$ cat src/rtl/core/nau_pkg.sv
`timescale 1ns / 1ps
`default_nettype none
package nau_pkg;

  localparam int DataWidth = 16;
  localparam int ExpDepth = 256;
  localparam int ExpIdxW = 8;
  localparam int DotW = 40;
  localparam int LogitW = 24;
  localparam int SumW = 32;
  localparam int AccW = 40;
  localparam int QueueDepth = 2;
  localparam int NumColours = 3;
  localparam int DivSteps = 41;

  localparam logic [15:0] InvSqrtReset = 16'd16384;
  localparam logic [0:0] RegInvSqrt = 1'b0;

  // neighbor-end record handed from the front to the back
  typedef struct packed {
    logic signed [LogitW-1:0]    logit;
    logic signed [DataWidth-1:0] val_r;
    logic signed [DataWidth-1:0] val_g;
    logic signed [DataWidth-1:0] val_b;
    logic                        last_neighbor;
  } nbr_t;

  typedef logic [ExpDepth-1:0][15:0] exp_tab_t;

  // exp table in Q1.15: entry i = 2^(-i/256), as a 14-term series for exp(-z) in q2.30
  function automatic exp_tab_t build_exp_table();
    exp_tab_t tab;
    longint unsigned z, term;
    longint sum;
    for (int i = 0; i < ExpDepth; i++) begin
      z = (64'(i) * 64'd744261118) / 64'(ExpDepth);
      sum = 64'sd1073741824;
      term = 64'd1073741824;
      for (int n = 1; n <= 14; n++) begin
        term = ((term * z) >> 30) / 64'(n);
        if (n[0]) sum = sum - longint'(term);
        else sum = sum + longint'(term);
      end
      if (sum < 0) sum = 0;
      tab[i] = 16'((sum + 64'sd16384) >>> 15);
    end
    return tab;
  endfunction

  localparam exp_tab_t ExpTable = build_exp_table();

endpackage
`default_nettype wire

$ cat src/rtl/core/nau_queue.sv
`timescale 1ns / 1ps
`default_nettype none
module nau_queue (
  input  wire logic          clk,
  input  wire logic          rst_n,
  input  wire logic          wr_valid,
  output logic               wr_ready,
  input  wire nau_pkg::nbr_t wr_data,
  output logic               rd_valid,
  input  wire logic          rd_ready,
  output nau_pkg::nbr_t      rd_data
);

  nau_pkg::nbr_t mem_r [nau_pkg::QueueDepth];
  logic wp_r, rp_r;
  logic [1:0] cnt_r;
  logic do_wr, do_rd;

  assign wr_ready = (cnt_r != 2'(nau_pkg::QueueDepth));
  assign rd_valid = (cnt_r != 2'd0);
  assign rd_data = mem_r[rp_r];
  assign do_wr = wr_valid && wr_ready;
  assign do_rd = rd_valid && rd_ready;

  always_ff @(posedge clk) begin
    if (do_wr) mem_r[wp_r] <= wr_data;
    if (!rst_n) begin
      wp_r <= 1'b0; rp_r <= 1'b0; cnt_r <= '0;
    end else begin
      if (do_wr) wp_r <= ~wp_r;
      if (do_rd) rp_r <= ~rp_r;
      cnt_r <= cnt_r + 2'(do_wr) - 2'(do_rd);
    end
  end

endmodule
`default_nettype wire

$ cat config.mk
export PLATFORM = sky130hd
export DESIGN_NAME = nau_queue
export DESIGN_NICKNAME = d
export VERILOG_FILES = /design/src/rtl/core/nau_pkg.sv /design/src/rtl/core/nau_queue.sv
export SDC_FILE = /design/constraint.sdc
export NUM_CORES = 1
export LEC_CHECK = 0
export BUFFER_PORTS_ARGS = -buffer_cell sky130_fd_sc_hd__buf_2
export CORE_MARGIN = 2
export CORE_UTILIZATION = 35
export CTS_CLUSTER_SIZE = 14
export DETAILED_ROUTE_END_ITERATION = 12
export PLACE_DENSITY = 0.61
export SLEW_MARGIN = 20
export SYNTH_ARGS = -nofsm -noshare
export SYNTH_HDL_FRONTEND = slang
export SYNTH_SLANG_ARGS = --single-unit
export TNS_END_PERCENT = 5
$ cat constraint.sdc
create_clock -name clk -period 12.5 [get_ports clk]
set_clock_uncertainty 0.1 [all_clocks]
set_input_delay 1.875 -clock clk [delete_from_list [all_inputs] [get_ports clk]]
set_output_delay 1.875 -clock clk [all_outputs]
set_load 0.02 [all_outputs]
==> metrics.md <==
| Metric | Value |
|---|---|
| Ports | 152 |
| Min-Delay Path Depth | 2 |
| WP buf/inv | 2 |
| Worst-path fanout max | 53 |
| Largest net degree at the start of global routing | 74 |
| Slowest stage cell, crit path | buf_4 |
| Vias in the first global route | 3082 |
| Hold EP | wp_r |
| Die ar. | 17800 um2 |
| Number of vias per cell | 4.34 |
| Switching power total | 0.000448 W |
| Hold_buf cts | 0 |
| Slowest stage delay, CP | 0.84 ns |
| YS warnings | 0 |
| Cell Int Power | around 0.0012 W |
| Syn Area/Cell | roughly 23 um2 |
| Post-synth top area cell | edfxtp_1 |
| TritonCTS Sinks | 151 |
| Worst R2R Setup Slack | approximately 10 ns |
| Mapped Area | 5850 um2 |
| Final setup viols | 0 |
| Sw Share | around 28% |
| Average wire per standard cell | 15.8 um |
| Max Freq | between 200 and 250 MHz |
| Resized cells post-CTS | 0 |
| DRC Markers | 0 |
| Reg2Reg Capture Point | mem_r[0][55] |
| Core ar. | 16500 um2 |
| Power Density | 217 nW/um2 |
| Final hold vios | 0 |
| Postcts setup bufs | 0 |
| Max Buffers Root-to-Sink | 2 |
| Final worst path period share | a little over a third |
| Cts bufs inserted | 17 |
| Crit start category | register |
| Share of cells above drive strength 1 | 60.6% |
| Worst-path clk slew | 0.06 ns |
| Gate power share | 25.9% |
| Reg2reg start | cnt_r[0] |
| Share of power burned in registers | 41.4% |
| Req. time, crit path | 10.52 ns |
| Routed WL | 10300 um |
| Post-synth top area share | 74.9% |
| Slew @ Worst Pin | 0.991 ns |
| Worst-Skew Late Latency | 0.41 ns |
| PortBufs | between 150 and 200 |
| Critical-path cell list | buf_4 -> mux2_2 -> buf_2 |
| Worst vdd rail ir drop | 116 uV |
| Antenna violations before repair | 2 |
| Crit path max-delay family | buffers and inverters |
| Total vias in the final route | around 2800 |
| Max-slew violations | 0 |
| MaxCap Viol Count | 0 |
| Crit path DAT | 2.46 ns |
| Seq/Total Area, Yosys | 76.6% |
| Gate Count Post-Synth | 251 |
| CP Capture Type | output port |
| First-pass GRT wire length | 15900 um |
| Minimum clock period | about 4.4 ns |
| GRT Total Usage | between 10% and 20% |
| Slew HR | approximately 34% |
| H-tree Lvls | 4 |
| Clock share of power | 32.7% |
| Hold Path Class | reg2reg |
| Row count | 47 |
| Hold Slack | 0.431 ns |
| Initial DRT Pass Iterations | 4 |
| Area growth from synthesis to layout | 26.4% |
| Distinct cells, synth | 18 |
| Hold Startpoint | wp_r |
| Routability cong. | between 0.6 and 0.7 |
| Synth area leaders | edfxtp_1, mux2_4, buf_12 |
| R2R cell count | 4 |
| Gr ovfl total | 0 |
| Syn Nets | 330 |
| Chip width | 133 um |
| Setup Crit Path Kind | reg2out |
| Initial DRC count | 113 |
| Vert. Die Dim | approximately 130 um |
| Setup_tns | 0 ns |
| CTS tree | built |
| ANT nets after route | 0 |
| Outcome | complete, no violations |
| CTS root buffer | clkbuf_16 |
| Initial Utilization | 35.6% |
| P_leak | between 2 and 3 nW |
| Nets@finish | ~500 |
| RSZ-0062 raised after global routing | false |
| Synthesized flop and latch total | 151 |
synth_stat cells:
library cell    n
edfxtp_1      146
mux2_4         70
buf_12          7
dfxtp_1         5
mux2_2          3
xnor2_1         3
and2_1          2
ha_1            2
nand2_1         2
nand2b_1        2
nor2b_1         2
and3_1          1
buf_6           1
inv_1           1
mux2i_1         1
nor2_1          1
o21a_1          1
or2_2           1
placed cells by master, fill, tap and decap left out, types with 3 or more instances in the layout:
cell type	count
dfxtp_1	4
xnor2_1	3
mux2_2	3
clkbuf_16	17
bufinv_16	4
buf_2	151
edfxtp_1	146
mux2_4	70
clkinv_2	4
worst min-delay path, stage by stage (launching register included):
cell and delay [ns]:
dfxtp_1 0.35, nand2_1 0.07, mux2i_1 0.06
cell type report:
type                            instances  area [um2]
Clock inverter                         13         178
Timing Repair Buffer                  154         791
Sequential cell                       151        4490
Clock buffer                           19         433
Antenna cell                            1        2.50
Inverter                                1        3.75
Multi-Input combinational cell         91        1230
Tap cell                              220         275
Fill cell                            1481        9070
sequential cells by signal (all words and copies together) (netlist names), named ones only:
register	count
cnt_r	2
mem_r	146
rp_r	1
wp_r	1
worst max-delay path by stage:
stage | startpoint | to | slack, ns | cells after the start
CTS | register | rd_data[1] | 7.99 | 3
floorplan | wr_valid | mem_r[0][0] | 6.87 | 2
global route | register | rd_data[0] | 7.90 | 3
detailed placement | register | rd_data[1] | 8.42 | 3
finish | register | rd_data[1] | 8.07 | 3
global placement | register | rd_data[72] | 8.44 | 3
routing by layer:
metal	track usage, %	share of wire (%)
met1	12.8	39
met2	20.7	51
met3	4.72	7.4
met4	6.21	1.9
met5	0	0.11
per-stage QoR:
| step | cell area, um2 | setup WS, ns | util [%] | power, W | std cells |
|---|---|---|---|---|---|
| 2_1_floorplan | 5850 | 6.87 | - | 0.00101 | 251 |
| 5_1_grt | 7400 | 7.90 | 44.9 | 0.00168 | 649 |
| 3_3_place_gp | 6770 | 8.44 | 41.1 | 0.00110 | 616 |
| 6_report | 7400 | 8.07 | 44.9 | 0.00161 | 650 |
| 4_1_cts | 7380 | 7.99 | 44.8 | 0.00163 | 648 |
| 3_5_place_dp | 6770 | 8.42 | 41.1 | 0.00110 | 616 |
power groups by stage:
stage	combinational [W]	sequential, W	clock, W
after floorplan	0.000344	0.000666	0
after global placement	0.000421	0.000675	0
after detailed placement	0.000424	0.000679	0
after CTS	0.000425	0.000669	0.000541
after global routing	0.000448	0.000674	0.000558
final	0.000417	0.000666	0.000526
kinds of logic (layout without fill, tap and decap cells):
logic type,count (synthesis),count (layout),synth area share (%)
xor gates and xnor gates,3,3,0.449
buffers and inverters,9,187,2.65
and+or+nand+nor,11,11,1.05
DFF,151,151,76.6
other,0,1,0
muxes,74,74,18.7
AOI/OAI and AO/OA,1,1,0.128
adders and majority gates,2,2,0.427
No activity file was read; power rests on OpenSTA's default activity.
