## src/rtl/core/nau_pkg.sv

```systemverilog
`timescale 1ns / 1ps
`default_nettype none
package nau_pkg;

  localparam int DataWidth = 16;
  localparam int ExpDepth = 256;
  localparam int ExpIdxW = 8;
  localparam int DotW = 40;
  localparam int LogitW = 24;
  localparam int SumW = 32;
  localparam int AccW = 40;
  localparam int QueueDepth = 2;
  localparam int NumColours = 3;
  localparam int DivSteps = 41;

  localparam logic [15:0] InvSqrtReset = 16'd16384;
  localparam logic [0:0] RegInvSqrt = 1'b0;

  // neighbor-end record handed from the front to the back
  typedef struct packed {
    logic signed [LogitW-1:0]    logit;
    logic signed [DataWidth-1:0] val_r;
    logic signed [DataWidth-1:0] val_g;
    logic signed [DataWidth-1:0] val_b;
    logic                        last_neighbor;
  } nbr_t;

  typedef logic [ExpDepth-1:0][15:0] exp_tab_t;

  // exp table in Q1.15: entry i = 2^(-i/256), as a 14-term series for exp(-z) in q2.30
  function automatic exp_tab_t build_exp_table();
    exp_tab_t tab;
    longint unsigned z, term;
    longint sum;
    for (int i = 0; i < ExpDepth; i++) begin
      z = (64'(i) * 64'd744261118) / 64'(ExpDepth);
      sum = 64'sd1073741824;
      term = 64'd1073741824;
      for (int n = 1; n <= 14; n++) begin
        term = ((term * z) >> 30) / 64'(n);
        if (n[0]) sum = sum - longint'(term);
        else sum = sum + longint'(term);
      end
      if (sum < 0) sum = 0;
      tab[i] = 16'((sum + 64'sd16384) >>> 15);
    end
    return tab;
  endfunction

  localparam exp_tab_t ExpTable = build_exp_table();

endpackage
`default_nettype wire

```

## src/rtl/core/nau_front.sv

```systemverilog
`timescale 1ns / 1ps
`default_nettype none
module nau_front (
  input  wire logic                  clk,
  input  wire logic                  rst_n,
  input  wire logic                  in_valid,
  output logic                       in_ready,
  input  wire logic signed [15:0]    query_value,
  input  wire logic signed [15:0]    key_value,
  input  wire logic                  last_channel,
  input  wire logic                  neighbor_inside,
  input  wire logic signed [15:0]    bias,
  input  wire logic signed [15:0]    value_red,
  input  wire logic signed [15:0]    value_green,
  input  wire logic signed [15:0]    value_blue,
  input  wire logic                  last_neighbor,
  input  wire logic [15:0]           inv_sqrt,
  output logic                       q_valid,
  input  wire logic                  q_ready,
  output nau_pkg::nbr_t              q_data
);

  typedef enum logic [1:0] {S_IDLE, S_PROD, S_SCALE, S_PUSH} state_t;

  state_t state_r;
  logic signed [nau_pkg::DotW-1:0] dot_r;
  logic signed [31:0] prod_r;
  logic signed [56:0] scaled_r;
  logic lc_r, ins_r, ln_r;
  logic signed [15:0] bias_r, vr_r, vg_r, vb_r;
  nau_pkg::nbr_t out_r;

  logic signed [nau_pkg::DotW:0] dsum;
  logic signed [nau_pkg::DotW-1:0] dsat;
  logic signed [56:0] rnd;
  logic signed [31:0] lg;
  logic signed [nau_pkg::LogitW-1:0] lsat;

  always_comb begin
    dsum = 41'(dot_r) + 41'(ins_r ? prod_r : 32'sd0);
    if (dsum > 41'sh7F_FFFF_FFFF) dsat = 40'sh7F_FFFF_FFFF;
    else if (dsum < -41'sh80_0000_0000) dsat = 40'sh80_0000_0000;
    else dsat = dsum[39:0];
    rnd = (scaled_r + 57'sd33554432) >>> 26;
    lg = (ins_r ? 32'(rnd) : 32'sd0) + 32'(bias_r);
    if (lg > 32'sh7F_FFFF) lsat = 24'sh7F_FFFF;
    else if (lg < -32'sh80_0000) lsat = 24'sh80_0000;
    else lsat = lg[23:0];
  end

  assign in_ready = (state_r == S_IDLE);
  assign q_valid = (state_r == S_PUSH);
  assign q_data = out_r;

  always_ff @(posedge clk) begin
    if (!rst_n) begin
      state_r <= S_IDLE;
      dot_r <= '0;
    end else begin
      unique case (state_r)
        S_IDLE: if (in_valid) begin
          prod_r <= query_value * key_value;
          lc_r <= last_channel; ins_r <= neighbor_inside; ln_r <= last_neighbor;
          bias_r <= bias; vr_r <= value_red; vg_r <= value_green; vb_r <= value_blue;
          state_r <= S_PROD;
        end
        S_PROD: begin
          if (lc_r) begin
            scaled_r <= 57'(dsat) * $signed({1'b0, inv_sqrt});
            dot_r <= '0;
            state_r <= S_SCALE;
          end else begin
            dot_r <= dsat;
            state_r <= S_IDLE;
          end
        end
        S_SCALE: begin
          out_r.logit <= lsat;
          out_r.val_r <= ins_r ? vr_r : '0;
          out_r.val_g <= ins_r ? vg_r : '0;
          out_r.val_b <= ins_r ? vb_r : '0;
          out_r.last_neighbor <= ln_r;
          state_r <= S_PUSH;
        end
        S_PUSH: if (q_ready) state_r <= S_IDLE;
        default: state_r <= S_IDLE;
      endcase
    end
  end

endmodule
`default_nettype wire

```

## config.mk

```make
export PLATFORM = sky130hd
export DESIGN_NAME = nau_front
export DESIGN_NICKNAME = d
export VERILOG_FILES = /design/src/rtl/core/nau_pkg.sv /design/src/rtl/core/nau_front.sv
export SDC_FILE = /design/constraint.sdc
export NUM_CORES = 2
export LEC_CHECK = 0
export BUFFER_PORTS_ARGS = -buffer_cell sky130_fd_sc_hd__buf_2
export CORE_MARGIN = 3
export CORE_UTILIZATION = 24
export DETAILED_ROUTE_END_ITERATION = 7
export GPL_TIMING_DRIVEN = 0
export PLACE_DENSITY = 0.37
export SYNTH_ARGS = -nofsm -noshare
export SYNTH_HDL_FRONTEND = slang
export SYNTH_SLANG_ARGS = --single-unit
```

## constraint.sdc

```tcl
create_clock -name clk -period 14 [get_ports clk]
set_clock_uncertainty 0.1 [all_clocks]
set_input_delay 2.8 -clock clk [delete_from_list [all_inputs] [get_ports clk]]
set_output_delay 2.8 -clock clk [all_outputs]
set_load 0.01 [all_outputs]
```

==> impl_metrics.py <==
metrics = {
    "timing": {
        "drv_slew": 0,
        "grt_setup_unrepaired": "no",
        "setup_violations": 0,
        "clock.fmax_mhz": 76.48,
        "hold_viol": 0,
        "slew_headroom": 0.1050,
        "finalCritPeriodShare": 0.9339,
        "post-route-min-period_ns": 13.07,
        "worst_pin_slew_ns": 1.343,
    },
    "synthesis": {
        "synth_fa_ha_area_frac": 0.4818,
        "synth.net_count": 5833,
        "yosys.area_share.simple": 0.1514,
        "syn_area_sq_um": 44000,
        "synth_top_area_frac": 0.3926,
        "synth_compound_area_frac": 0.07746,
        "synth_cell_types": 80,
        "synthFlopType": "edfxtp_1",
        "synth_mux_area_frac": 0.0002275,
        "synth_top_family_by_area": "adder cells",
        "yosys-top-cells-area": "fa_1 (39%), edfxtp_1 (14%), ha_1 (8.1%), inv_1 (8.1%), and2_1 (5.8%)",
        "avgSynthCellArea_sq_um": 9.637,
        "synth-xor-area-share": 0.03085,
        "ys_ff_latch": 246,
        "synthArstFlopShare": 0,
        "yosys_warnings": 0,
        "ys_seq_area_frac": 0.1583,
        "syn_inst": 4566,
        "synth_top_area_cell": "fa_1",
        "synth_edf_count": 204,
    },
    "global_routing": {
        "grt-busiest-layer": "met2",
        "use_met2": 0.2723,
        "grt_pass1_wl_mm": 220.9,
        "grt_max_degree": 53,
        "grt_antenna_before_repair": 7,
        "grtUsageTotal": 0.1562,
        "grt-ovfl-total": 0,
        "grt_util_met3": 0.01989,
        "use_met1": 0.2061,
        "grt_pass1_vias": 34860,
    },
    "worst_setup_path": {
        "path_class": "register to register",
        "crit_path_start": "ins_r",
        "slowest_delay_ns": 1.06,
        "required_ns": 14.20,
        "critical_path_peak_fanout": 10,
        "crit_path_top_delay_cell": "o22ai_1",
        "cp.arrival_ns": 13.28,
        "critPathCaptureType": "register",
        "startpoint_type": "register",
        "cpMostUsedCell": "fa_1",
        "timing.rr.start": "ins_r",
    },
    "finish": {
        "fin_cells": 7190,
        "final.fill_count": 19630,
        "syn2layout_area_growth_pct": 11.79,
        "multi_input_area_sq_um": 32660,
        "seqCellArea_sq_um": 6967,
        "fin_nets": 6058,
        "drive_above_1_share": 0.07119,
    },
    "placement": {
        "placed_cells": 7124,
        "routabilityCongestion": 0.8628,
        "dp_hpwl_mm": 121.0,
        "io_buffer_count": 178,
    },
    "floorplan": {
        "ios": 194,
        "initial_core_util": 0.2424,
        "die_y_um": 434.2,
        "core_sq_um": 181500,
        "dieArea_sq_um": 188500,
        "num_rows": 156,
        "die_w_um": 434.2,
    },
    "clock_network": {
        "postCtsSetupRepairBufs": 0,
        "clk_pin_slew_ns": 0.06,
        "cts-root-buf": "clkbuf_16",
        "cts_hold_buf": 0,
        "clock_sinks": 246,
        "clk_latency_ns": 0.57,
        "clockBufferDepth": 3,
        "ctsResizeCount": 0,
        "cts_tree": "done",
        "htreeDepth": 2,
        "cts_made_buffers": 35,
    },
    "routing": {
        "ant_nets": 0,
        "via_per_inst": 4.401,
        "drc": 0,
        "wirelength_mm": 145.1,
        "dr.pass1.iters": 5,
        "drt-initial-drc-count": 1525,
        "route.detailed.wl_per_inst_um": 20.17,
        "num_vias": 31650,
    },
    "run_status": {
        "outcome": "finished clean",
    },
    "worst_hold_path": {
        "hp-class": "register to register",
        "hold_start": "ln_r",
    },
    "job": {
        "cap_violations": 0,
    },
}
-- final cells by class --
class                           instances  share of cell area
Multi-Input combinational cell       3171              0.6641
Sequential cell                       246              0.1416
Inverter                              947             0.07227
Tap cell                             2370             0.06029
Timing Repair Buffer                  188             0.02096
Clock buffer                           44             0.01849
Buffer                                202             0.01725
Clock inverter                         20            0.004960
Antenna cell                            2           0.0001017
-- cell usage after synthesis, types with 9 or more instances --
master / count
a211oi_1: 11
a21boi_0: 9
a21o_1: 95
a21oi_1: 118
a221o_1: 11
a22o_1: 29
a31oi_1: 15
and2_1: 411
and3_1: 63
buf_2: 56
clkbuf_1: 141
dfxtp_1: 42
edfxtp_1: 204
fa_1: 863
ha_1: 285
inv_1: 947
maj3_1: 20
maj3_2: 14
nand2_1: 577
nand2b_1: 26
nand3_1: 92
nand4_1: 12
nor2_1: 68
nor2b_1: 16
nor3_1: 29
o21a_1: 20
o21ai_0: 80
o21bai_1: 19
o31ai_1: 10
or3_1: 15
xnor2_1: 109
xor2_1: 46
-- worst max-delay path, delay by kind of cell, from the launching register on --
family          cells  cell delay (ns)
buf+inv             7             2.36
simple gates        6             1.68
fa+ha+maj           8             3.69
flops               1             0.35
compound gates     13             4.08
xor+xnor            2             0.52
-- worst paths after layout --
| check | endpoint | slack [ns] | cells after the start |
|---|---|---|---|
| min reg2reg | q_data[0] | 0.33 | 0 |
| min | q_data[0] | 0.33 | 0 |
| max reg2reg | scaled_r[56] | 0.93 | 36 |
| max | scaled_r[56] | 0.93 | 36 |
-- per-layer routing --
| layer | part of all wire | up-vias |
|---|---|---|
| li1 | - | 14590 |
| met1 | 0.44 | 16300 |
| met2 | 0.49 | 620 |
| met3 | 0.049 | 134 |
| met4 | 0.021 | 0 |
| met5 | 0 | - |
-- flip-flops by register name (all words and copies together) (netlist names), named ones only --
signal	cells
q_data	73
dot_r	40
prod_r	32
scaled_r	32
bias_r	16
vb_r	16
vg_r	16
vr_r	16
ins_r	1
lc_r	1
ln_r	1
state_r	1
-- per-stage QoR --
step	hold WS (ns)	cell area, sq um	setup WS [ns]	setup TNS [ns]	utilization
after floorplan	0.3003	44000	0.9117	0	-
after global placement	0.3170	47860	-6.098	-601.16	0.2636
after detailed placement	0.3147	48020	0.3369	0	0.2645
after CTS	0.3290	49170	0.2757	0	0.2709
after global routing	0.3426	49180	0.04279	0	0.2709
final	0.3260	49190	0.9254	0	0.2710
-- cell usage in the layout (no fill, tap or decap), types with 62 or more instances in the layout --
cell	instances
and3_1	62
ha_1	285
fa_1	863
a21o_1	95
inv_1	947
edfxtp_1	204
nor2_1	68
and2_1	411
nand3_1	92
buf_2	234
a21oi_1	118
nand2_1	577
o21ai_0	80
xnor2_1	109
clkbuf_1	148
-- kinds of logic after synthesis --
logic type | after synthesis
buffers and inverters | 1149
AO/OA/AOI/OAI | 494
XOR/XNOR | 155
adder cells (fa/ha/maj) | 1182
flip-flops | 246
AND/OR/NAND/NOR | 1339
multiplexers | 1
Power is left out: the tool's default activity adds up to more than one toggle a clock period on the data nets, which glitch-free logic cannot reach.
